## config.mk

```make
export PLATFORM = sky130hd
export DESIGN_NAME = ptw_seq
export DESIGN_NICKNAME = d
export VERILOG_FILES = /design/src/ptw_pkg.sv /design/src/ptw_seq.sv
export SDC_FILE = /design/constraint.sdc
export NUM_CORES = 1
export LEC_CHECK = 0
export ABC_AREA = 0
export ABC_CLOCK_PERIOD_IN_PS = 2200
export CAP_MARGIN = 15
export CORE_MARGIN = 4
export CORE_UTILIZATION = 35
export CTS_CLUSTER_SIZE = 20
export DETAILED_ROUTE_END_ITERATION = 8
export DONT_BUFFER_PORTS = 1
export PLACE_DENSITY = 0.56
export SLEW_MARGIN = 20
export SYNTH_ARGS = -nofsm -noshare
export SYNTH_HDL_FRONTEND = slang
export SYNTH_SLANG_ARGS = --single-unit
```

## constraint.sdc

```tcl
create_clock -name clk -period 2.2 [get_ports clk]
set_clock_uncertainty 0.15 [all_clocks]
set_input_delay 0.66 -clock clk [delete_from_list [all_inputs] [get_ports clk]]
set_output_delay 0.66 -clock clk [all_outputs]
set_load 0.05 [all_outputs]
```

## src/ptw_pkg.sv

```systemverilog
`default_nettype none

package ptw_pkg;

	localparam int TABLE_POOL = 64;
	localparam int LEVELS     = 4;
	localparam int INDEX_BITS = 9;
	localparam int PAGE_BITS  = 12;

	localparam int VA_W   = 48;
	localparam int PA_W   = 64;
	localparam int SLOTS  = 1 << INDEX_BITS;
	localparam int TBL_W  = $clog2(TABLE_POOL);
	localparam int NF_W   = $clog2(TABLE_POOL + 1);
	localparam int ADDR_W = TBL_W + INDEX_BITS;
	localparam int DEPTH  = TABLE_POOL * SLOTS;
	localparam int LVL_W  = (LEVELS > 1) ? $clog2(LEVELS) : 1;
	localparam int LAST   = LEVELS - 1;
	localparam int STEP_W = 4;

	localparam logic [0:0] OP_MAP    = 1'b0;
	localparam logic [0:0] OP_LOOKUP = 1'b1;

	localparam logic [2:0] MEM_NONE     = 3'd0;
	localparam logic [2:0] MEM_CLR_ROOT = 3'd1;
	localparam logic [2:0] MEM_CLR_NEW  = 3'd2;
	localparam logic [2:0] MEM_RD_DIR   = 3'd3;
	localparam logic [2:0] MEM_WR_PTR   = 3'd4;
	localparam logic [2:0] MEM_LEAF     = 3'd5;

	localparam logic [2:0] DP_NONE   = 3'd0;
	localparam logic [2:0] DP_ACCEPT = 3'd1;
	localparam logic [2:0] DP_WALK   = 3'd2;
	localparam logic [2:0] DP_FILL   = 3'd3;
	localparam logic [2:0] DP_ALLOC  = 3'd4;
	localparam logic [2:0] DP_DONE   = 3'd5;
	localparam logic [2:0] DP_FAIL   = 3'd6;

	localparam logic [2:0] C_NEVER     = 3'd0;
	localparam logic [2:0] C_NO_BEAT   = 3'd1;
	localparam logic [2:0] C_FILL_MORE = 3'd2;
	localparam logic [2:0] C_DIR_MORE  = 3'd3;
	localparam logic [2:0] C_SHORT     = 3'd4;
	localparam logic [2:0] C_LAST      = 3'd5;
	localparam logic [2:0] C_OUT_BUSY  = 3'd6;

	localparam logic [STEP_W-1:0] S_RFILL = 4'd0;
	localparam logic [STEP_W-1:0] S_IDLE  = 4'd1;
	localparam logic [STEP_W-1:0] S_DRD   = 4'd2;
	localparam logic [STEP_W-1:0] S_DEVAL = 4'd3;
	localparam logic [STEP_W-1:0] S_CHECK = 4'd4;
	localparam logic [STEP_W-1:0] S_ATEST = 4'd5;
	localparam logic [STEP_W-1:0] S_AFILL = 4'd6;
	localparam logic [STEP_W-1:0] S_ALLOC = 4'd7;
	localparam logic [STEP_W-1:0] S_LEAF  = 4'd8;
	localparam logic [STEP_W-1:0] S_RES   = 4'd9;
	localparam logic [STEP_W-1:0] S_FAIL  = 4'd10;

	typedef struct packed {
		logic [2:0]        mem_op;
		logic [2:0]        dp_op;
		logic [2:0]        cond;
		logic [STEP_W-1:0] jmp;
		logic [STEP_W-1:0] nxt;
	} ctl_t;

	typedef struct packed {
		logic in_valid;
		logic fill_last;
		logic dir_done;
		logic pool_short;
		logic at_last;
		logic out_busy;
	} flags_t;

	function automatic ctl_t ucode(input logic [STEP_W-1:0] step);
		ctl_t c;
		c = '{MEM_NONE, DP_NONE, C_NEVER, S_IDLE, S_IDLE};
		unique case (step)
			S_RFILL: c = '{MEM_CLR_ROOT, DP_FILL,   C_FILL_MORE, S_RFILL, S_IDLE};
			S_IDLE:  c = '{MEM_NONE,     DP_ACCEPT, C_NO_BEAT,   S_IDLE,  S_DRD};
			S_DRD:   c = '{MEM_RD_DIR,   DP_NONE,   C_NEVER,     S_DRD,   S_DEVAL};
			S_DEVAL: c = '{MEM_NONE,     DP_WALK,   C_DIR_MORE,  S_DRD,   S_CHECK};
			S_CHECK: c = '{MEM_NONE,     DP_NONE,   C_SHORT,     S_FAIL,  S_ATEST};
			S_ATEST: c = '{MEM_NONE,     DP_NONE,   C_LAST,      S_LEAF,  S_AFILL};
			S_AFILL: c = '{MEM_CLR_NEW,  DP_FILL,   C_FILL_MORE, S_AFILL, S_ALLOC};
			S_ALLOC: c = '{MEM_WR_PTR,   DP_ALLOC,  C_NEVER,     S_ATEST, S_ATEST};
			S_LEAF:  c = '{MEM_LEAF,     DP_NONE,   C_NEVER,     S_RES,   S_RES};
			S_RES:   c = '{MEM_NONE,     DP_DONE,   C_OUT_BUSY,  S_RES,   S_IDLE};
			S_FAIL:  c = '{MEM_NONE,     DP_FAIL,   C_OUT_BUSY,  S_FAIL,  S_IDLE};
			default: c = '{MEM_NONE,     DP_NONE,   C_NEVER,     S_IDLE,  S_IDLE};
		endcase
		return c;
	endfunction

	function automatic logic [INDEX_BITS-1:0] level_index(input logic [VA_W-1:0] va,
			input logic [LVL_W-1:0] lvl);
		logic [INDEX_BITS-1:0] idx;
		idx = '0;
		for (int l = 0; l < LEVELS; l++) begin
			if (LVL_W'(l) == lvl) begin
				idx = INDEX_BITS'(va >> (PAGE_BITS + INDEX_BITS * (LEVELS - 1 - l)));
			end
		end
		return idx;
	endfunction

endpackage

`default_nettype wire

```

## src/ptw_seq.sv

```systemverilog
`default_nettype none

module ptw_seq (
	input  wire               clk,
	input  wire               arst_n,
	input  ptw_pkg::flags_t   flags,
	output ptw_pkg::ctl_t     ctl
);

	logic [ptw_pkg::STEP_W-1:0] step_q;
	logic                       take;

	assign ctl = ptw_pkg::ucode(step_q);

	always_comb begin
		unique case (ctl.cond)
			ptw_pkg::C_NEVER:     take = 1'b0;
			ptw_pkg::C_NO_BEAT:   take = !flags.in_valid;
			ptw_pkg::C_FILL_MORE: take = !flags.fill_last;
			ptw_pkg::C_DIR_MORE:  take = !flags.dir_done;
			ptw_pkg::C_SHORT:     take = flags.pool_short;
			ptw_pkg::C_LAST:      take = flags.at_last;
			ptw_pkg::C_OUT_BUSY:  take = flags.out_busy;
			default:              take = 1'b0;
		endcase
	end

	always_ff @(posedge clk or negedge arst_n) begin
		if (!arst_n) begin
			step_q <= ptw_pkg::S_RFILL;
		end else begin
			step_q <= take ? ctl.jmp : ctl.nxt;
		end
	end

endmodule

`default_nettype wire

```

==> results of run 1 <==
## per-stage QoR
step | cell area [µm²] | TNS [ns] | setup WS [ns]
final | 1300 | -1.50 | -0.195
after global placement | 883 | -0.0332 | -0.0190
after CTS | 1180 | -1.10 | -0.178
after global routing | 1300 | -2.72 | -0.259
after floorplan | 584 | -0.273 | -0.179
after detailed placement | 883 | -0.135 | -0.0457
## synthesized netlist by cell type (all sizes together), types with 2 or more instances
master,number
nor2,10
nor3,2
buf,2
o21ai,5
dfrtp,4
mux2i,2
ha,5
inv,5
a21oi,3
mux2,5
nand2,9
nor2b,2
## critical path: cells and delay by family, from the launching register on
family	cells	cell delay, ns
buffers and inverters	1	0.14
adder cells (fa/ha/maj)	1	0.15
flip-flops	1	0.43
AND/OR/NAND/NOR	2	0.34
AO/OA/AOI/OAI	1	0.29
## cell families after synthesis
kind of cell    after synthesis
buf+inv                       7
simple gates                 29
compound gates               15
flops                         4
fa+ha+maj                     5
mux                           7
## timing repair
action	in CTS	in global routing
pin swaps	7	12
endpoints found under the hold margin	4	0
buffers inserted	12	5
hold buffers	1	0
setup endpoints to repair	19	21
resized for setup	36	23
## worst paths after layout
check                                    startpoint             endpoint  slack (ns)  depth (start not counted)
worst max register to register  step_q[0]$_DFF_PN0_  step_q[1]$_DFF_PN0_       -0.12                          9
worst min register to register  step_q[3]$_DFF_PN0_  step_q[0]$_DFF_PN0_        0.77                          4
min in group clk                step_q[3]$_DFF_PN0_  step_q[0]$_DFF_PN0_        0.77                          4
max in group asynchronous                    arst_n  step_q[2]$_DFF_PN0_        1.16                          1
worst max-delay path            step_q[1]$_DFF_PN0_              ctl[12]       -0.19                          5
worst min-delay path                         arst_n  step_q[3]$_DFF_PN0_        0.55                          1
## final cells by class
type | instances | area, µm² | area share, %
Inverter | 5 | 23.8 | 1.83
Timing Repair Buffer | 44 | 488 | 37.6
Multi-Input combinational cell | 56 | 638 | 49.1
Tap cell | 16 | 20.0 | 1.54
Clock buffer | 4 | 26.3 | 2.02
Sequential cell | 4 | 103 | 7.90
## layer usage
layer	global-route usage (%)	wire [µm]	share of wire, %
met1	24.1	921	40
met4	10.8	43	1.9
met5	0	0	0
met2	36.1	1280	55
met3	3.01	78	3.4
==> results.ini, run 1 <==
[place]
placedCellCount=107
hpwl_um=1280
portBuffers=0
gp_congestion=0.841

[setup_path]
startpoint_type=flip-flop
critPathRequiredTime_ns=1.39
cpMaxStageDelayCell=dfrtp_2
timing_worst_setup_path_type=reg2out
path_max_fanout=6
endpoint_kind=output pin
crit_chain=buf_6, ha_4, and2_4, o21ai_4, nand2_4
cp_data_arrival_time_ns=1.58
slowest_delay_ns=0.43

[die]
rows=14
coreArea_mm2=0.00149
die_x_um=47.6
die_h_um=47.6
start_util_pct=36.8
dieArea_mm2=0.00226
num_io_pins=25

[sta]
max_freq_mhz=418
period_needed_ns=2.39
hold_slack_ns=0.548
final-max-slew-violation-count=0
tightest_slew_ns=0.301
maxSlewHeadroom_pct=79.9
grt_setup_unrepaired=yes
hold_viol=0
setup_slack_ns=-0.195
finalCritPeriodShare_pct=109
final-setup-viol-count=14

[logic_synthesis]
synth.avg_cell_area_um2=8.18
yosysWarnings=0
syn-num-nets=80
synthSimpleGateAreaFrac_pct=27.2
synth_compound_area_share_pct=22.1
synthesis.area_um2=548
muxShareOfSynthArea_pct=14.6
yosysTopAreaCell=dfrtp_1
ys_types=32
synth-edff-count=0
synthXorXnorAreaFrac_pct=0
yosys.area_share.adder_pct=11.4
synth_top_cells_by_area=dfrtp_1, ha_1, mux2_1, nand2_1, nor2_1
synthFlopType=dfrtp_1
synth-seq-area-share_pct=18.3
synthArstFlopShare_pct=100
yosysTopAreaCellShare_pct=18.3
synth_top_family_by_area=simple AND/OR/NAND/NOR gates
synth_seq_cells=4
synth_cells=67

[detailed_routing]
vias=672
vias_per_cell=5.21
avgRoutedWirePerCell_um=18.0
drt_first_pass_iters=4
drc_errors=0
drt-initial-drc-count=10
final_antenna_net_count=0
wl_um=2320

[clock_network]
cts_buffers=3
cts_tree=yes
ctsHtreeMaxLevel=1
clk_pin_slew_ns=0.04
clk_path_buf_depth=2
clock-sinks=4
root_buffer=clkbuf_4
clock_latency_ns=0.24

[grt]
grt_antenna_before_repair=0
grt_usage_pct=20.6
grt_pass1_vias=704
overflow=0
grt_max_degree=10
grt_pass1_wl_um=3230

[final_layout]
drive_gt1_share_pct=82.3
mostFrequentLayoutCell=buf_4
largestRegisters=step_q x4
largest_reg_flops=4
area_delta_synth_final_pct=137
fin_util_pct=87.2
antenna_cells=0
final_cells=129
fin_nets=127
largest-register=step_q
mostFrequentLayoutCells=buf_4, buf_6, buf_12, nand2_4, mux2_4
n_fill_cell=63

[job]
cap_viol_max_count=0

[outcome]
failed_checks=negative setup slack
status=finished with violations

[hold_path]
min_path_type=in2async

Power of run 1 is not shown: default switching activity piles up to over one toggle a cycle in this logic, so the estimate is an artifact.
==> inputs of run 2 (changes only) <==
--- a/config.mk
+++ b/config.mk
@@ -8,6 +8,7 @@
 export ABC_AREA = 0
 export ABC_CLOCK_PERIOD_IN_PS = 2200
 export CAP_MARGIN = 15
+export CORE_ASPECT_RATIO = 0.9
 export CORE_MARGIN = 4
 export CORE_UTILIZATION = 35
 export CTS_CLUSTER_SIZE = 20
==> run 2 against run 1 <==
  * The flow still finishes with violations (negative setup slack)
  * Register-to-register slack improved by 0.02 ns
  * Via count rose by 0.45%
  * Non-clock buffer count is 7 lower
  * Cell area fell by 10%
  * Critical path type unchanged
  * Highest routed layer unchanged
==> results.ini, run 2 (synthesized netlist as in run 1, its figures left out) <==
[outcome]
failed_checks=negative setup slack
status=finished with violations

[setup_path]
cpMaxStageDelayCell=dfrtp_2
timing_worst_setup_path_type=reg2out
slowest_delay_ns=0.45  ; +0.02 ns
startpoint_type=flip-flop
crit_chain=inv_4, ha_4, mux2i_2, buf_4, nor2_4, buf_6
cp_data_arrival_time_ns=1.58  ; about the same
endpoint_kind=output pin
critPathRequiredTime_ns=1.39  ; about the same
critPathTopFamily=flip-flops
path_max_fanout=5  ; -1
critPathBufInv=3  ; +2

[sta]
grt_setup_unrepaired=yes
tightest_slew_ns=0.351  ; +0.0502 ns
max_freq_mhz=418  ; +0.19%
final-setup-viol-count=15  ; +1
maxSlewHeadroom_pct=76.6  ; -3.3 points
setup_slack_ns=-0.190  ; +0.00454 ns
final-max-slew-violation-count=0  ; unchanged
hold_viol=0  ; unchanged
finalCritPeriodShare_pct=109  ; -0.21 points
hold_slack_ns=0.542  ; -0.00572 ns
period_needed_ns=2.39  ; -0.00454 ns

[clock_network]
root_buffer=clkbuf_4
clk_path_buf_depth=2  ; unchanged
ctsHtreeMaxLevel=1  ; unchanged
cts_buffers=3  ; unchanged
cts_tree=yes
clk_pin_slew_ns=0.04  ; about the same
clock-sinks=4  ; unchanged
clock_latency_ns=0.24  ; about the same

[final_layout]
mostFrequentLayoutCells=buf_4, buf_12, mux2_4
largest_reg_flops=4  ; unchanged
mostFrequentLayoutCell=buf_4
largestRegisters=step_q x4
fin_nets=120  ; -5.5%
drive_gt1_share_pct=77.4  ; -4.9 points
largest-register=step_q
area_delta_synth_final_pct=113
stdcell_area_mm2=0.00116  ; -10%
antenna_cells=0  ; unchanged

[die]
rows=13  ; -1
die_x_um=49.7  ; +4.5%
start_util_pct=37.4  ; +0.63 points
num_io_pins=25  ; unchanged
coreArea_mm2=0.00146  ; -1.7%
dieArea_mm2=0.00226  ; about the same
die_h_um=45.5  ; -4.3%

[grt]
overflow=0  ; unchanged
grt_max_degree=9  ; -1
grt_pass1_wl_um=2790  ; -13%
grt_pass1_vias=621  ; -12%
grt_usage_pct=16.7  ; -3.9 points
grt_antenna_before_repair=0  ; unchanged

[detailed_routing]
vias_per_cell=5.58  ; +7.1%
drc_errors=0  ; unchanged
vias=675  ; +0.45%
final_antenna_net_count=0  ; unchanged
drt-initial-drc-count=12  ; +2
wl_um=2090  ; -10%
drt_first_pass_iters=4  ; unchanged
avgRoutedWirePerCell_um=17.3  ; -4.1%

[place]
portBuffers=0  ; unchanged
placed_cell_area_um2=860  ; -2.7%
place_ws_ns=-0.209  ; -0.163 ns
hpwl_um=1180  ; -7.9%
gp_congestion=0.834  ; -0.78%

[hold_path]
min_path_type=in2async

[job]
cap_viol_max_count=0  ; unchanged

[run 2: metrics by stage]
| stage | util [%] | cells | setup TNS [ns] |
|---|---|---|---|
| 3_3_place_gp | 58.7 | 103 | -0.552 |
| 2_1_floorplan | - | 67 | -0.273 |
| 3_5_place_dp | 58.7 | 103 | -0.928 |
| 4_1_cts | 73.2 | 117 | -1.61 |
| 5_1_grt | 79.6 | 121 | -2.63 |
| 6_report | 79.6 | 121 | -1.75 |
[run 2: path summary, 6_finish.rpt]
check                                 endpoint  slack, ns  depth (start not counted)                 from
setup / recovery                        ctl[8]      -0.19                          6  step_q[1]$_DFF_PN0_
hold / removal             step_q[0]$_DFF_PN0_       0.54                          1               arst_n
setup reg to reg           step_q[1]$_DFF_PN0_      -0.10                          8  step_q[0]$_DFF_PN0_
hold reg to reg            step_q[2]$_DFF_PN0_       0.72                          2  step_q[3]$_DFF_PN0_
max in group asynchronous  step_q[2]$_DFF_PN0_       1.17                          1               arst_n
min in group clk           step_q[2]$_DFF_PN0_       0.72                          2  step_q[3]$_DFF_PN0_
[run 2: layer usage]
layer | GRT usage, % | wire length [µm] | vias up
li1 | - | - | 315
met3 | 1.97 | 136 | 4
met5 | 0 | 0 | -
met4 | 8.29 | 44 | 0
met2 | 32.7 | 1080 | 29
met1 | 18.0 | 828 | 327
[run 2: layout make-up]
type,count,area (µm²)
repair buffers,37,395
clock buffers,4,26.3
flip-flops and latches,4,105
multi-input cells,56,593
inverters,5,26.3
fillers,91,299
well taps,15,18.8
[run 2: repair_timing]
item,in CTS,in global routing
pin swaps,4,5
hold endpoints to repair,4,0
hold buffers,1,0
resized for setup,28,16
buffers inserted,9,4
setup endpoints to repair,21,20
Power of run 2 is left out for the same reason.
